## src/rtl/core/mpd_pkg.sv

```systemverilog
`timescale 1ns / 1ps
package mpd_pkg;

    localparam int MAX_BOUNDARY_BYTES = 32;
    localparam int BND_BITS = MAX_BOUNDARY_BYTES * 8;

    localparam logic [7:0] CH_DASH = 8'h2D;
    localparam logic [7:0] CH_CR   = 8'h0D;
    localparam logic [7:0] CH_LF   = 8'h0A;
    localparam logic [32:0] TAIL_BYTES = 33'd4;

    // register index, taken from paddr[5:3]
    localparam logic [2:0] REG_BND_LEN   = 3'd0;
    localparam logic [2:0] REG_BND_WORD0 = 3'd1;
    localparam logic [2:0] REG_BND_WORD1 = 3'd2;
    localparam logic [2:0] REG_BND_WORD2 = 3'd3;
    localparam logic [2:0] REG_BND_WORD3 = 3'd4;
    localparam logic [2:0] REG_BODY_LEN  = 3'd5;

    typedef enum logic [2:0] {
        KIND_HDR_BYTE    = 3'd0,
        KIND_LINE_END    = 3'd1,
        KIND_DATA_START  = 3'd2,
        KIND_DATA_BYTE   = 3'd3,
        KIND_PART_END    = 3'd4,
        KIND_DONE        = 3'd5,
        KIND_DONE_FIXED  = 3'd6,
        KIND_ERROR       = 3'd7
    } kind_t;

    typedef enum logic [3:0] {
        PH_OPEN     = 4'd0,
        PH_HEADERS  = 4'd1,
        PH_DATA     = 4'd2,
        PH_FEED1    = 4'd3,
        PH_DASH1    = 4'd4,
        PH_DASH2    = 4'd5,
        PH_MATCH    = 4'd6,
        PH_AFTER    = 4'd7,
        PH_FEED2    = 4'd8,
        PH_FINISHED = 4'd9,
        PH_ERROR    = 4'd10
    } phase_t;

    typedef enum logic [1:0] {
        CS_IDLE   = 2'd0,
        CS_PREFIX = 2'd1,
        CS_CR     = 2'd2,
        CS_TAIL   = 2'd3
    } ctrl_state_t;

    typedef enum logic [1:0] {
        SRC_PREFIX = 2'd0,
        SRC_CR     = 2'd1,
        SRC_TAIL   = 2'd2
    } src_t;

    typedef struct packed {
        logic accept;
        logic emit;
        src_t src;
        logic last;
    } mpd_cmd_t;

    typedef struct packed {
        logic plan_prefix;
        logic plan_cr;
        logic plan_tail;
        logic has_cr;
        logic has_tail;
        logic prefix_nz;
        logic prefix_last;
        logic out_valid;
    } mpd_sts_t;

    function automatic logic [7:0] bnd_byte(input logic [BND_BITS-1:0] bytes,
                                            input logic [4:0] k);
        bnd_byte = bytes[{k, 3'b000} +: 8];
    endfunction

endpackage

```

## src/rtl/core/mpd_regs.sv

```systemverilog
`timescale 1ns / 1ps
module mpd_regs (
    input  logic        aclk,
    input  logic        aresetn,
    input  logic        psel,
    input  logic        penable,
    input  logic        pwrite,
    input  logic [5:0]  paddr,
    input  logic [63:0] pwdata,
    output logic [63:0] prdata,
    output logic        pready,
    output logic [5:0]  bnd_len,
    output logic [mpd_pkg::BND_BITS-1:0] bnd_bytes,
    output logic [31:0] body_length
);

    logic [5:0]  len_reg;
    logic [63:0] word0_reg, word1_reg, word2_reg, word3_reg;
    logic [31:0] body_len_reg;
    logic        wr_en;
    logic [2:0]  idx;

    assign pready = 1'b1;
    assign wr_en  = psel && penable && pwrite;
    assign idx    = paddr[5:3];

    always_ff @(posedge aclk) begin
        if (!aresetn) begin
            len_reg      <= 6'd1;
            word0_reg    <= '0;
            word1_reg    <= '0;
            word2_reg    <= '0;
            word3_reg    <= '0;
            body_len_reg <= '0;
        end else if (wr_en) begin
            case (idx)
                mpd_pkg::REG_BND_LEN:   len_reg      <= pwdata[5:0];
                mpd_pkg::REG_BND_WORD0: word0_reg    <= pwdata;
                mpd_pkg::REG_BND_WORD1: word1_reg    <= pwdata;
                mpd_pkg::REG_BND_WORD2: word2_reg    <= pwdata;
                mpd_pkg::REG_BND_WORD3: word3_reg    <= pwdata;
                mpd_pkg::REG_BODY_LEN:  body_len_reg <= pwdata[31:0];
                default: ;
            endcase
        end
    end

    always_comb begin
        case (idx)
            mpd_pkg::REG_BND_LEN:   prdata = {58'd0, len_reg};
            mpd_pkg::REG_BND_WORD0: prdata = word0_reg;
            mpd_pkg::REG_BND_WORD1: prdata = word1_reg;
            mpd_pkg::REG_BND_WORD2: prdata = word2_reg;
            mpd_pkg::REG_BND_WORD3: prdata = word3_reg;
            mpd_pkg::REG_BODY_LEN:  prdata = {32'd0, body_len_reg};
            default:                prdata = '0;
        endcase
    end

    assign bnd_len     = len_reg;
    assign bnd_bytes   = {word3_reg, word2_reg, word1_reg, word0_reg};
    assign body_length = body_len_reg;

endmodule

```

## src/rtl/core/mpd_datapath.sv

```systemverilog
`timescale 1ns / 1ps
module mpd_datapath (
    input  logic                aclk,
    input  logic                aresetn,
    input  logic [7:0]          in_byte,
    input  logic                in_start,
    input  logic [5:0]          bnd_len,
    input  logic [mpd_pkg::BND_BITS-1:0] bnd_bytes,
    input  logic [31:0]         body_length,
    input  mpd_pkg::mpd_cmd_t   cmd,
    input  logic                m_tready,
    output mpd_pkg::mpd_sts_t   sts,
    output logic                out_valid,
    output logic [2:0]          out_kind,
    output logic [7:0]          out_byte,
    output logic                out_last
);

    // parse state
    mpd_pkg::phase_t phase_reg, phase_next;
    logic [31:0]     pos_reg, pos_next;
    logic [5:0]      mpos_reg, mpos_next;
    logic            busy_reg, busy_next;

    // result plan for the current item
    logic [5:0]      plen_reg, plen_next;
    logic            cr_reg, cr_next;
    logic            tail_reg, tail_next;
    mpd_pkg::kind_t  tkind_reg, tkind_next;
    logic [7:0]      tbyte_reg, tbyte_next;
    logic [5:0]      idx_reg, idx_next;

    // output register
    logic            out_valid_reg, out_valid_next;
    logic [2:0]      out_kind_reg;
    logic [7:0]      out_byte_reg;
    logic            out_last_reg;

    logic [5:0]      len;
    logic [31:0]     pos;
    logic [31:0]     off;
    mpd_pkg::phase_t phase;
    logic [5:0]      mpos;
    logic            busy;
    logic [7:0]      pre_byte;
    logic [2:0]      sel_kind;
    logic [7:0]      sel_byte;

    always_comb begin
        if (bnd_len == 6'd0) begin
            len = 6'd1;
        end else if (bnd_len > 6'(mpd_pkg::MAX_BOUNDARY_BYTES)) begin
            len = 6'(mpd_pkg::MAX_BOUNDARY_BYTES);
        end else begin
            len = bnd_len;
        end
    end

    always_comb begin
        pos        = in_start ? 32'd0 : pos_reg;
        phase      = (pos == 32'd0) ? mpd_pkg::PH_OPEN : phase_reg;
        mpos       = (pos == 32'd0) ? 6'd0 : mpos_reg;
        busy       = (pos == 32'd0) ? 1'b0 : busy_reg;
        off        = pos - 32'd2;
        phase_next = phase;
        mpos_next  = mpos;
        busy_next  = busy;
        plen_next  = 6'd0;
        cr_next    = 1'b0;
        tail_next  = 1'b0;
        tkind_next = mpd_pkg::KIND_DATA_BYTE;
        tbyte_next = 8'd0;
        pos_next   = (pos == 32'hFFFF_FFFF) ? pos : pos + 32'd1;

        case (phase)
            mpd_pkg::PH_OPEN: begin
                if (pos < 32'd2) begin
                    if (in_byte != mpd_pkg::CH_DASH) begin
                        phase_next = mpd_pkg::PH_ERROR;
                        tail_next  = 1'b1;
                        tkind_next = mpd_pkg::KIND_ERROR;
                    end
                end else if (off < {26'd0, len}) begin
                    if (in_byte != mpd_pkg::bnd_byte(bnd_bytes, off[4:0])) begin
                        phase_next = mpd_pkg::PH_ERROR;
                        tail_next  = 1'b1;
                        tkind_next = mpd_pkg::KIND_ERROR;
                    end
                end else if (off == {26'd0, len}) begin
                    if (in_byte != mpd_pkg::CH_CR) begin
                        phase_next = mpd_pkg::PH_ERROR;
                        tail_next  = 1'b1;
                        tkind_next = mpd_pkg::KIND_ERROR;
                    end
                end else if (off == {26'd0, len} + 32'd1) begin
                    if (in_byte != mpd_pkg::CH_LF) begin
                        phase_next = mpd_pkg::PH_ERROR;
                        tail_next  = 1'b1;
                        tkind_next = mpd_pkg::KIND_ERROR;
                    end else begin
                        phase_next = mpd_pkg::PH_HEADERS;
                        busy_next  = 1'b0;
                    end
                end
            end
            mpd_pkg::PH_HEADERS: begin
                if (in_byte == mpd_pkg::CH_LF) begin
                    tail_next = 1'b1;
                    if (busy) begin
                        tkind_next = mpd_pkg::KIND_LINE_END;
                        busy_next  = 1'b0;
                    end else begin
                        tkind_next = mpd_pkg::KIND_DATA_START;
                        phase_next = mpd_pkg::PH_DATA;
                    end
                end else if (in_byte != mpd_pkg::CH_CR) begin
                    tail_next  = 1'b1;
                    tkind_next = mpd_pkg::KIND_HDR_BYTE;
                    tbyte_next = in_byte;
                    busy_next  = 1'b1;
                end
            end
            mpd_pkg::PH_DATA,
            mpd_pkg::PH_FEED1,
            mpd_pkg::PH_DASH1,
            mpd_pkg::PH_DASH2,
            mpd_pkg::PH_MATCH,
            mpd_pkg::PH_AFTER,
            mpd_pkg::PH_FEED2: begin
                // ordinary data byte unless a delimiter step takes it below
                phase_next = (in_byte == mpd_pkg::CH_CR) ? mpd_pkg::PH_FEED1
                                                          : mpd_pkg::PH_DATA;
                tail_next  = (in_byte != mpd_pkg::CH_CR);
                tkind_next = mpd_pkg::KIND_DATA_BYTE;
                tbyte_next = in_byte;
                case (phase)
                    mpd_pkg::PH_FEED1: begin
                        if (in_byte == mpd_pkg::CH_LF) begin
                            phase_next = mpd_pkg::PH_DASH1;
                            tail_next  = 1'b0;
                        end else begin
                            plen_next = 6'd1;
                        end
                    end
                    mpd_pkg::PH_DASH1: begin
                        if (in_byte == mpd_pkg::CH_DASH) begin
                            phase_next = mpd_pkg::PH_DASH2;
                            tail_next  = 1'b0;
                        end else begin
                            plen_next = 6'd2;
                        end
                    end
                    mpd_pkg::PH_DASH2: begin
                        if (in_byte == mpd_pkg::CH_DASH) begin
                            phase_next = mpd_pkg::PH_MATCH;
                            mpos_next  = 6'd0;
                            tail_next  = 1'b0;
                        end else begin
                            plen_next = 6'd3;
                        end
                    end
                    mpd_pkg::PH_MATCH: begin
                        if (mpos < len &&
                            mpd_pkg::bnd_byte(bnd_bytes, mpos[4:0]) != in_byte) begin
                            plen_next = mpos + 6'd4;
                        end else if (mpos + 6'd1 >= len) begin
                            phase_next = mpd_pkg::PH_AFTER;
                            tkind_next = mpd_pkg::KIND_PART_END;
                            tbyte_next = 8'd0;
                            tail_next  = 1'b1;
                        end else begin
                            phase_next = mpd_pkg::PH_MATCH;
                            mpos_next  = mpos + 6'd1;
                            tail_next  = 1'b0;
                        end
                    end
                    mpd_pkg::PH_AFTER: begin
                        if (in_byte == mpd_pkg::CH_CR) begin
                            phase_next = mpd_pkg::PH_FEED2;
                        end else if (in_byte == mpd_pkg::CH_DASH) begin
                            phase_next = mpd_pkg::PH_FINISHED;
                            tbyte_next = 8'd0;
                            tail_next  = 1'b1;
                            tkind_next = ({1'b0, body_length} !=
                                          {1'b0, pos} + mpd_pkg::TAIL_BYTES)
                                         ? mpd_pkg::KIND_DONE_FIXED
                                         : mpd_pkg::KIND_DONE;
                        end else begin
                            plen_next = len + 6'd4;
                        end
                    end
                    mpd_pkg::PH_FEED2: begin
                        if (in_byte == mpd_pkg::CH_LF) begin
                            phase_next = mpd_pkg::PH_HEADERS;
                            busy_next  = 1'b0;
                            tail_next  = 1'b0;
                        end else begin
                            plen_next = len + 6'd4;
                            cr_next   = 1'b1;
                        end
                    end
                    default: ;
                endcase
            end
            default: ;
        endcase
    end

    always_ff @(posedge aclk) begin
        if (!aresetn) begin
            phase_reg <= mpd_pkg::PH_OPEN;
            pos_reg   <= '0;
            mpos_reg  <= '0;
            busy_reg  <= 1'b0;
            plen_reg  <= '0;
            cr_reg    <= 1'b0;
            tail_reg  <= 1'b0;
            idx_reg   <= '0;
        end else begin
            if (cmd.accept) begin
                phase_reg <= phase_next;
                pos_reg   <= pos_next;
                mpos_reg  <= mpos_next;
                busy_reg  <= busy_next;
                plen_reg  <= plen_next;
                cr_reg    <= cr_next;
                tail_reg  <= tail_next;
            end
            idx_reg <= idx_next;
        end
    end

    always_ff @(posedge aclk) begin
        if (cmd.accept) begin
            tkind_reg <= tkind_next;
            tbyte_reg <= tbyte_next;
        end
    end

    always_comb begin
        if (cmd.accept) begin
            idx_next = 6'd0;
        end else if (cmd.emit && cmd.src == mpd_pkg::SRC_PREFIX) begin
            idx_next = idx_reg + 6'd1;
        end else begin
            idx_next = idx_reg;
        end
    end

    // replay text: CR LF dash dash, then the boundary bytes
    always_comb begin
        if (idx_reg < 6'd4) begin
            case (idx_reg[1:0])
                2'd0:    pre_byte = mpd_pkg::CH_CR;
                2'd1:    pre_byte = mpd_pkg::CH_LF;
                default: pre_byte = mpd_pkg::CH_DASH;
            endcase
        end else begin
            pre_byte = mpd_pkg::bnd_byte(bnd_bytes, 5'(idx_reg - 6'd4));
        end
    end

    always_comb begin
        case (cmd.src)
            mpd_pkg::SRC_PREFIX: begin
                sel_kind = mpd_pkg::KIND_DATA_BYTE;
                sel_byte = pre_byte;
            end
            mpd_pkg::SRC_CR: begin
                sel_kind = mpd_pkg::KIND_DATA_BYTE;
                sel_byte = mpd_pkg::CH_CR;
            end
            default: begin
                sel_kind = tkind_reg;
                sel_byte = tbyte_reg;
            end
        endcase
    end

    always_comb begin
        if (cmd.emit) begin
            out_valid_next = 1'b1;
        end else if (m_tready) begin
            out_valid_next = 1'b0;
        end else begin
            out_valid_next = out_valid_reg;
        end
    end

    always_ff @(posedge aclk) begin
        if (!aresetn) begin
            out_valid_reg <= 1'b0;
        end else begin
            out_valid_reg <= out_valid_next;
        end
    end

    always_ff @(posedge aclk) begin
        if (cmd.emit) begin
            out_kind_reg <= sel_kind;
            out_byte_reg <= sel_byte;
            out_last_reg <= cmd.last;
        end
    end

    assign out_valid = out_valid_reg;
    assign out_kind  = out_kind_reg;
    assign out_byte  = out_byte_reg;
    assign out_last  = out_last_reg;

    assign sts.plan_prefix = (plen_next != 6'd0);
    assign sts.plan_cr     = cr_next;
    assign sts.plan_tail   = tail_next;
    assign sts.has_cr      = cr_reg;
    assign sts.has_tail    = tail_reg;
    assign sts.prefix_nz   = (plen_reg != 6'd0);
    assign sts.prefix_last = (idx_reg + 6'd1 == plen_reg);
    assign sts.out_valid   = out_valid_reg;

endmodule

```

## src/rtl/core/mpd_ctrl.sv

```systemverilog
`timescale 1ns / 1ps
module mpd_ctrl (
    input  logic                aclk,
    input  logic                aresetn,
    input  logic                s_tvalid,
    output logic                s_tready,
    input  logic                m_tready,
    input  mpd_pkg::mpd_sts_t   sts,
    output mpd_pkg::mpd_cmd_t   cmd
);

    mpd_pkg::ctrl_state_t state_reg, state_next;
    logic can_emit;

    assign can_emit = !sts.out_valid || m_tready;

    always_ff @(posedge aclk) begin
        if (!aresetn) begin
            state_reg <= mpd_pkg::CS_IDLE;
        end else begin
            state_reg <= state_next;
        end
    end

    always_comb begin
        state_next = state_reg;
        case (state_reg)
            mpd_pkg::CS_IDLE: begin
                if (s_tvalid) begin
                    if (sts.plan_prefix) begin
                        state_next = mpd_pkg::CS_PREFIX;
                    end else if (sts.plan_cr) begin
                        state_next = mpd_pkg::CS_CR;
                    end else if (sts.plan_tail) begin
                        state_next = mpd_pkg::CS_TAIL;
                    end
                end
            end
            mpd_pkg::CS_PREFIX: begin
                if (can_emit && sts.prefix_last) begin
                    if (sts.has_cr) begin
                        state_next = mpd_pkg::CS_CR;
                    end else if (sts.has_tail) begin
                        state_next = mpd_pkg::CS_TAIL;
                    end else begin
                        state_next = mpd_pkg::CS_IDLE;
                    end
                end
            end
            mpd_pkg::CS_CR: begin
                if (can_emit) begin
                    state_next = sts.has_tail ? mpd_pkg::CS_TAIL : mpd_pkg::CS_IDLE;
                end
            end
            mpd_pkg::CS_TAIL: begin
                if (can_emit) begin
                    state_next = mpd_pkg::CS_IDLE;
                end
            end
            default: state_next = mpd_pkg::CS_IDLE;
        endcase
    end

    always_comb begin
        s_tready   = 1'b0;
        cmd.accept = 1'b0;
        cmd.emit   = 1'b0;
        cmd.src    = mpd_pkg::SRC_TAIL;
        cmd.last   = 1'b0;
        case (state_reg)
            mpd_pkg::CS_IDLE: begin
                s_tready   = 1'b1;
                cmd.accept = s_tvalid;
            end
            mpd_pkg::CS_PREFIX: begin
                cmd.emit = can_emit;
                cmd.src  = mpd_pkg::SRC_PREFIX;
                cmd.last = sts.prefix_last && !sts.has_cr && !sts.has_tail;
            end
            mpd_pkg::CS_CR: begin
                cmd.emit = can_emit;
                cmd.src  = mpd_pkg::SRC_CR;
                cmd.last = !sts.has_tail;
            end
            mpd_pkg::CS_TAIL: begin
                cmd.emit = can_emit;
                cmd.src  = mpd_pkg::SRC_TAIL;
                cmd.last = 1'b1;
            end
            default: ;
        endcase
    end

    a_prefix_nonempty: assert property (@(posedge aclk) disable iff (!aresetn)
        state_reg == mpd_pkg::CS_PREFIX |-> sts.prefix_nz)
        else $error("replay state entered with empty replay");

    a_silent_item: assert property (@(posedge aclk) disable iff (!aresetn)
        (cmd.accept && !sts.plan_prefix && !sts.plan_cr && !sts.plan_tail)
        |=> state_reg == mpd_pkg::CS_IDLE)
        else $error("item without results left the idle state");

    a_last_ends_run: assert property (@(posedge aclk) disable iff (!aresetn)
        (cmd.emit && cmd.last) |=> state_reg == mpd_pkg::CS_IDLE)
        else $error("final result did not return to idle");

    a_no_emit_when_full: assert property (@(posedge aclk) disable iff (!aresetn)
        (sts.out_valid && !m_tready) |-> !cmd.emit)
        else $error("result overwritten while stalled");

endmodule

```

## src/rtl/core/multipart_body_deframer.sv

```systemverilog
// Order: an accepted byte's plan is registered first, then fed to the output register.
// Throughput: bytes are taken only while the sequencer is idle; one result per cycle
// is emitted unless the output stalls; a failed delimiter gives up to 38 results.
// Reset: synchronous, active-low aresetn clears parser, sequencer and output valid,
// and returns boundary_len to 1 and all other configuration registers to 0.
`timescale 1ns / 1ps
module multipart_body_deframer (
    input  logic        aclk,
    input  logic        aresetn,
    input  logic        s_tvalid,
    output logic        s_tready,
    input  logic [7:0]  s_tdata,    // [7:0] body_byte
    input  logic        s_tuser,    // [0] start_of_body
    output logic        m_tvalid,
    input  logic        m_tready,
    output logic [7:0]  m_tdata,    // [7:0] out_byte
    output logic [2:0]  m_tuser,    // [2:0] kind
    output logic        m_tlast,
    input  logic        psel,
    input  logic        penable,
    input  logic        pwrite,
    input  logic [5:0]  paddr,
    input  logic [63:0] pwdata,
    output logic [63:0] prdata,
    output logic        pready
);

    logic [5:0]                       bnd_len;
    logic [mpd_pkg::BND_BITS-1:0]     bnd_bytes;
    logic [31:0]                      body_length;
    mpd_pkg::mpd_cmd_t                cmd;
    mpd_pkg::mpd_sts_t                sts;

    mpd_regs u_regs (
        .aclk        (aclk),
        .aresetn     (aresetn),
        .psel        (psel),
        .penable     (penable),
        .pwrite      (pwrite),
        .paddr       (paddr),
        .pwdata      (pwdata),
        .prdata      (prdata),
        .pready      (pready),
        .bnd_len     (bnd_len),
        .bnd_bytes   (bnd_bytes),
        .body_length (body_length)
    );

    mpd_datapath u_dp (
        .aclk        (aclk),
        .aresetn     (aresetn),
        .in_byte     (s_tdata),
        .in_start    (s_tuser),
        .bnd_len     (bnd_len),
        .bnd_bytes   (bnd_bytes),
        .body_length (body_length),
        .cmd         (cmd),
        .m_tready    (m_tready),
        .sts         (sts),
        .out_valid   (m_tvalid),
        .out_kind    (m_tuser),
        .out_byte    (m_tdata),
        .out_last    (m_tlast)
    );

    mpd_ctrl u_ctrl (
        .aclk     (aclk),
        .aresetn  (aresetn),
        .s_tvalid (s_tvalid),
        .s_tready (s_tready),
        .m_tready (m_tready),
        .sts      (sts),
        .cmd      (cmd)
    );

endmodule
```

## config.mk

```make
export PLATFORM = sky130hd
export DESIGN_NAME = multipart_body_deframer
export DESIGN_NICKNAME = d
export VERILOG_FILES = /design/src/rtl/core/mpd_pkg.sv /design/src/rtl/core/mpd_regs.sv /design/src/rtl/core/mpd_datapath.sv /design/src/rtl/core/mpd_ctrl.sv /design/src/rtl/core/multipart_body_deframer.sv
export SDC_FILE = /design/constraint.sdc
export NUM_CORES = 2
export LEC_CHECK = 0
export ABC_AREA = 0
export BUFFER_PORTS_ARGS = -buffer_cell sky130_fd_sc_hd__buf_2
export CORE_MARGIN = 3
export CORE_UTILIZATION = 50
export CTS_BUF_LIST = sky130_fd_sc_hd__clkbuf_8
export CTS_CLUSTER_DIAMETER = 150
export DETAILED_ROUTE_END_ITERATION = 8
export PLACE_DENSITY = 0.67
export SLEW_MARGIN = 0
export SYNTH_ARGS = -nofsm -noshare
export SYNTH_HDL_FRONTEND = slang
export SYNTH_HIERARCHICAL = 1
export SYNTH_SLANG_ARGS = --single-unit
```

## constraint.sdc

```tcl
create_clock -name aclk -period 9.32 [get_ports aclk]
set_input_delay 0 -clock aclk [delete_from_list [all_inputs] [get_ports aclk]]
set_output_delay 0 -clock aclk [all_outputs]
set_load 0.005 [all_outputs]
```

# [Word-level counts from Yosys, hierarchy flattened]
# Index checks and enable logic that the tools add are counted.
[classes] bitwise_logic=1 shift=3 muxes=117 n_reduce_logical=32 add_sub_neg=9 eq_ne=36 n_lt_le_gt_ge=6
[ops] operator="indexed part select 256 x 9 -> 8 bit" count=3
[ops] operator="one-hot mux 64 bit (6 select lines)" count=1
[ops] operator="2-to-1 mux 4 bit" count=18
[ops] operator="2-to-1 mux 6 bit" count=12
[ops] operator="2-to-1 mux 32 bit" count=2
[ops] operator="2-to-1 mux 8 bit" count=7
[ops] operator="one-hot mux 8 bit (2 select lines)" count=3
[ops] operator="2-to-1 mux 3 bit" count=13
[ops] operator="one-hot mux 6 bit (6 select lines)" count=1
[ops] operator="2-to-1 mux 1 bit" count=35
[ops] operator="adder 32 x 3 -> 33 bit, second input constant" count=1
[ops] operator="inequality test 32 x 33 -> 1 bit" count=1
[ops] operator="adder 32 x 1 -> 32 bit, second input constant" count=1
[ops] operator="== test 32 bit" count=1
[ops] operator="== test 32 bit, second input constant" count=1
[ops] operator="== test 32 x 6 -> 1 bit" count=1
[ops] operator="logical NOT 32 bit" count=1
[ops] operator="< comparator 32 x 2 -> 1 bit, second input constant" count=1
[ops] operator="< comparator 32 x 6 -> 1 bit" count=1
[ops] operator="subtractor 32 x 2 -> 32 bit, second input constant" count=1
[ops] operator="2-to-1 mux 2 bit" count=14
[ops] operator="one-hot mux 4 bit (3 select lines)" count=2
[ops] operator="one-hot mux 4 bit (6 select lines)" count=1
[ops] operator="one-hot mux 6 bit (2 select lines)" count=2
[ops] operator="other kinds (45)" count=80
[word_totals] regBits=377 out_inout_bits=79

# [Longest topological paths before layout]
[logic_depth] word_depth=15 mapped_depth=30 depth_no_buf=23

# [By module]
# The synthesis kept the hierarchy.
[by_module_without_submodules] module="mpd_datapath" area_per_inst_um2=14442.6 seq_area_each_um2=1851.8 cells_per_inst=1725 instances=1
[by_module_without_submodules] module="mpd_regs" area_per_inst_um2=12826.1 seq_area_each_um2=5885.6 cells_per_inst=1280 instances=1
[by_module_without_submodules] module="mpd_ctrl" area_per_inst_um2=271.5 seq_area_each_um2=40.0 cells_per_inst=33 instances=1

# [Least setup slack after synthesis]
# OpenSTA, ideal clock, no wires.
[synth_path] path_kind="reg-to-reg" start="register u_dp.pos_reg[1]" end="register u_ctrl.state_reg[1]" path_buffers=8 period_less_slack_ps=5735 path_slack_ps=3585 setup_ps=59 path_stages_with_launch=30 t_required_ps=9261 t_arrival_ps=5676 path_cell_list="dfxtp_1 -> clkbuf_1 -> nand2b_1 -> clkbuf_1 -> clkbuf_1 -> buf_1 -> ha_1 -> nand2_1 -> nor4_1 -> nor2_1 -> buf_2 -> buf_1 -> nand2_1 -> inv_1 -> ha_1 -> ha_1 -> a21o_1 -> a21o_1 -> a21o_1 -> a21o_1 -> a21o_1 -> a21o_1 -> buf_6 -> a311oi_2 -> nand2_1 -> buf_4 -> o31ai_1 -> a222oi_1 -> o311ai_1 -> o211a_1"
[synth_between] elab_cells_between_ends=51
[synth_rtl] item="start, declared" line_no="mpd_datapath.sv:21" rtl="logic [31:0] pos_reg, pos_next;"
[synth_rtl] item="start signal, assigned" line_no="mpd_datapath.sv:222" rtl="pos_reg <= pos_next;"
[synth_rtl] item="2-to-1 mux 32 bit (*)" line_no="mpd_datapath.sv:60" rtl="pos = in_start ? 32'd0 : pos_reg;"
[synth_rtl] item="parallel branches: the longest is 7 deep, another holds subtractor 32 x 2 -> 32 bit"
[synth_rtl] item="one-hot mux 1 bit (3 select lines) (*)" line_no="mpd_datapath.sv:75" rtl="case (phase)"
[synth_rtl] item="net u_dp.tail_next" line_no="mpd_datapath.sv:28" rtl="logic tail_reg, tail_next;"
[synth_rtl] item="inequality test 4 bit (no source line) (*)"
[synth_rtl] item="AND reduction 5 bit (no source line) (*)"
[synth_rtl] item="end signal, assigned" line_no="mpd_ctrl.sv:19" rtl="state_reg <= mpd_pkg::CS_IDLE;"
[synth_rtl] item="end signal, assigned" line_no="mpd_ctrl.sv:21" rtl="state_reg <= state_next;"
[synth_rtl] item="end, declared" line_no="mpd_ctrl.sv:12" rtl="mpd_pkg::ctrl_state_t state_reg, state_next;"
# Mark *: on every way through the listed nets, which the timed path passes. The select of a mux whose other input is x is not followed.
# A chain may end at the register's enable or synchronous reset.

==> metrics.yaml <==
status:
  status: "finished clean"
detailed_routing:
  drtIter0Drc: 3308
  drc: 0
  wl_per_cell_um: 28.6
  viasPerCell: 6.85
  ant_nets: 0
  vias: 26500
  first_pass_iters: 8
  finalWirelength_um: 111000
global_route:
  grt_pass1_wl_um: 163000
  grt_usage: 0.374
  grt_remaining_overflow: 0
  antenna_found_initial: 4
  grt_max_degree: 91
  first_global_vias: 25800
sta:
  fin_crit_sh: 0.712
  max_freq_mhz: 151
  tightest_slew_ns: 1.28
  setup_violations: 0
  fin_skew_ns: 0.0660
  slew_headroom: 0.135
  rsz0062_at_grt: "false"
  setup_tns_ns: 0
  finalCriticalPeriod_ns: 6.64
  hold_violations: 0
  fin_ws_ns: 2.68
  final_max_slew_viol_count: 0
layout:
  final_area_mm2: 0.0306
  layout_common_cells: "nand2_1 (531), mux2i_1 (377), dfxtp_1 (349)"
  num-fill-cells: 4743
  final_common_cell: "nand2_1"
  final_core_util: 0.564
  layout-drive-gt1-share: 0.182
  nets: 3252
  stdcell_count: 3877
  syn_to_final_growth_pct: 11.0
yosys:
  synth_cells: 3035
  synth_nets: 3161
  syn-mean-instance-area_um2: 9.07
  synthesis.area_mm2: 0.0275
  ys_warn_count: 6
floorplan:
  rows: 85
  core_area_mm2: 0.0541
  fp.dieW_um: 241
  die-area_mm2: 0.0579
  io_pins: 165
  initial_core_util: 0.508
  die_h_um: 241
clocking:
  htreeDepth: 3
  cts_tree: "built"
  insertion_delay_ns: 0.70
  ctsResizeCount: 0
  postCtsHoldBufs: 82
  cts-buffers-inserted: 70
  cts_sinks: 377
  clk_path_buf_depth: 3
  clkTransAtPathRegs_ns: 0.06
  postCtsSetupBuffers: 0
  clockRootBuffer: "clkbuf_8"
place:
  postPlaceCellArea_mm2: 0.0284
  hpwl_um: 76800
  io_buffers: 160
  dp_worst_setup_slack_ns: 3.18
  place_inst: 3668
  globalplace.congestion: 1.07
hold_path:
  min_from: "pwdata[62]"
  hold_path_end: "u_regs/word3_reg[62]$_SDFFE_PN0P_"
  hold_path_depth: 4
  worst_hold_path_type: "in2reg"
critical_path:
  r2r_cells: 19
  crit_arrival_ns: 7.22
  critPathKind: "reg2reg"
  start_kind: "flip-flop"
  regToRegSetupSlack_ns: 2.68
  worst_r2r_endpoint: "u_ctrl/state_reg[1]$_SDFFE_PN0P_"
  cp_data_required_time_ns: 9.90
  end_kind: "flip-flop"
  critical_path.max_fanout: 43
  rr_startpoint: "u_dp/pos_reg[1]$_SDFFE_PN0P_"
job:
  drv_cap: 0
pwr:
  ir_worst_vdd_mv: 0.119
  cellPowerDensity_mw_per_mm2: 142
  power.leakage_uw: 0.0106
## worst max-delay path: stages, from the launching register on
cell      delay [ns]
dfxtp_1         0.30
buf_4           0.33
nand2b_2        0.47
ha_1            0.47
buf_4           0.46
inv_1           0.66
a221oi_1        0.44
o32a_1          0.22
o22ai_1         0.07
a211oi_1        0.52
xor2_1          0.19
nand2_1         0.07
nor4_1          0.64
a311oi_2        0.35
a311oi_2        0.34
nand2_1         0.11
o31ai_1         0.28
a222oi_1        0.19
o311ai_1        0.15
o211a_1         0.20
## power by group
| part | internal, uW | switching, uW | total [uW] |
|---|---|---|---|
| combinational | 331 | 600 | 931 |
| clock | 836 | 764 | 1600 |
| sequential | 1710 | 90.6 | 1800 |
| total | 2870 | 1450 | 4330 |
## worst max-delay path by stage
stage                                            start                                to  slack, ns  depth (start not counted)
final                     u_dp/pos_reg[1]$_SDFFE_PN0P_  u_ctrl/state_reg[1]$_SDFFE_PN0P_       2.68                         19
after global routing      u_dp/pos_reg[1]$_SDFFE_PN0P_  u_ctrl/state_reg[1]$_SDFFE_PN0P_       2.71                         20
after CTS                 u_dp/pos_reg[1]$_SDFFE_PN0P_  u_ctrl/state_reg[1]$_SDFFE_PN0P_       3.21                         19
after detailed placement                       s_tuser  u_ctrl/state_reg[1]$_SDFFE_PN0P_       3.18                         20
after global placement                         s_tuser  u_ctrl/state_reg[1]$_SDFFE_PN0P_       3.24                         20
after floorplan           u_dp/pos_reg[1]$_SDFFE_PN0P_  u_ctrl/state_reg[1]$_SDFFE_PN0P_       3.59                         29
## stage by stage
step | hold slack (ns) | total power (uW)
6_report | 0.196 | 4330
5_1_grt | 0.222 | 4490
4_1_cts | 0.152 | 4320
3_5_place_dp | 0.325 | 2700
3_3_place_gp | 0.304 | 2680
2_1_floorplan | 0.133 | 2420
## routing by layer
layer,share of wire,track usage,up-vias,wire [um]
met5,0.00012,0,-,13
met4,0.075,0.244,2,8330
met3,0.10,0.0856,434,11500
met2,0.45,0.596,1769,50300
met1,0.37,0.457,12900,40800
li1,-,-,11500,-
## area by class of cell
type,instances,area (um^2),area share
tap,696,871,0.0285
sequential,377,7790,0.255
inverter,48,180,0.00590
multi-input combinational,2340,18300,0.601
antenna,2,5.00,0.000164
timing repair buffer,289,1990,0.0650
clock inverter,43,238,0.00778
clock buffer,82,1130,0.0369
Note: power is estimated with default switching activity, not from simulation.
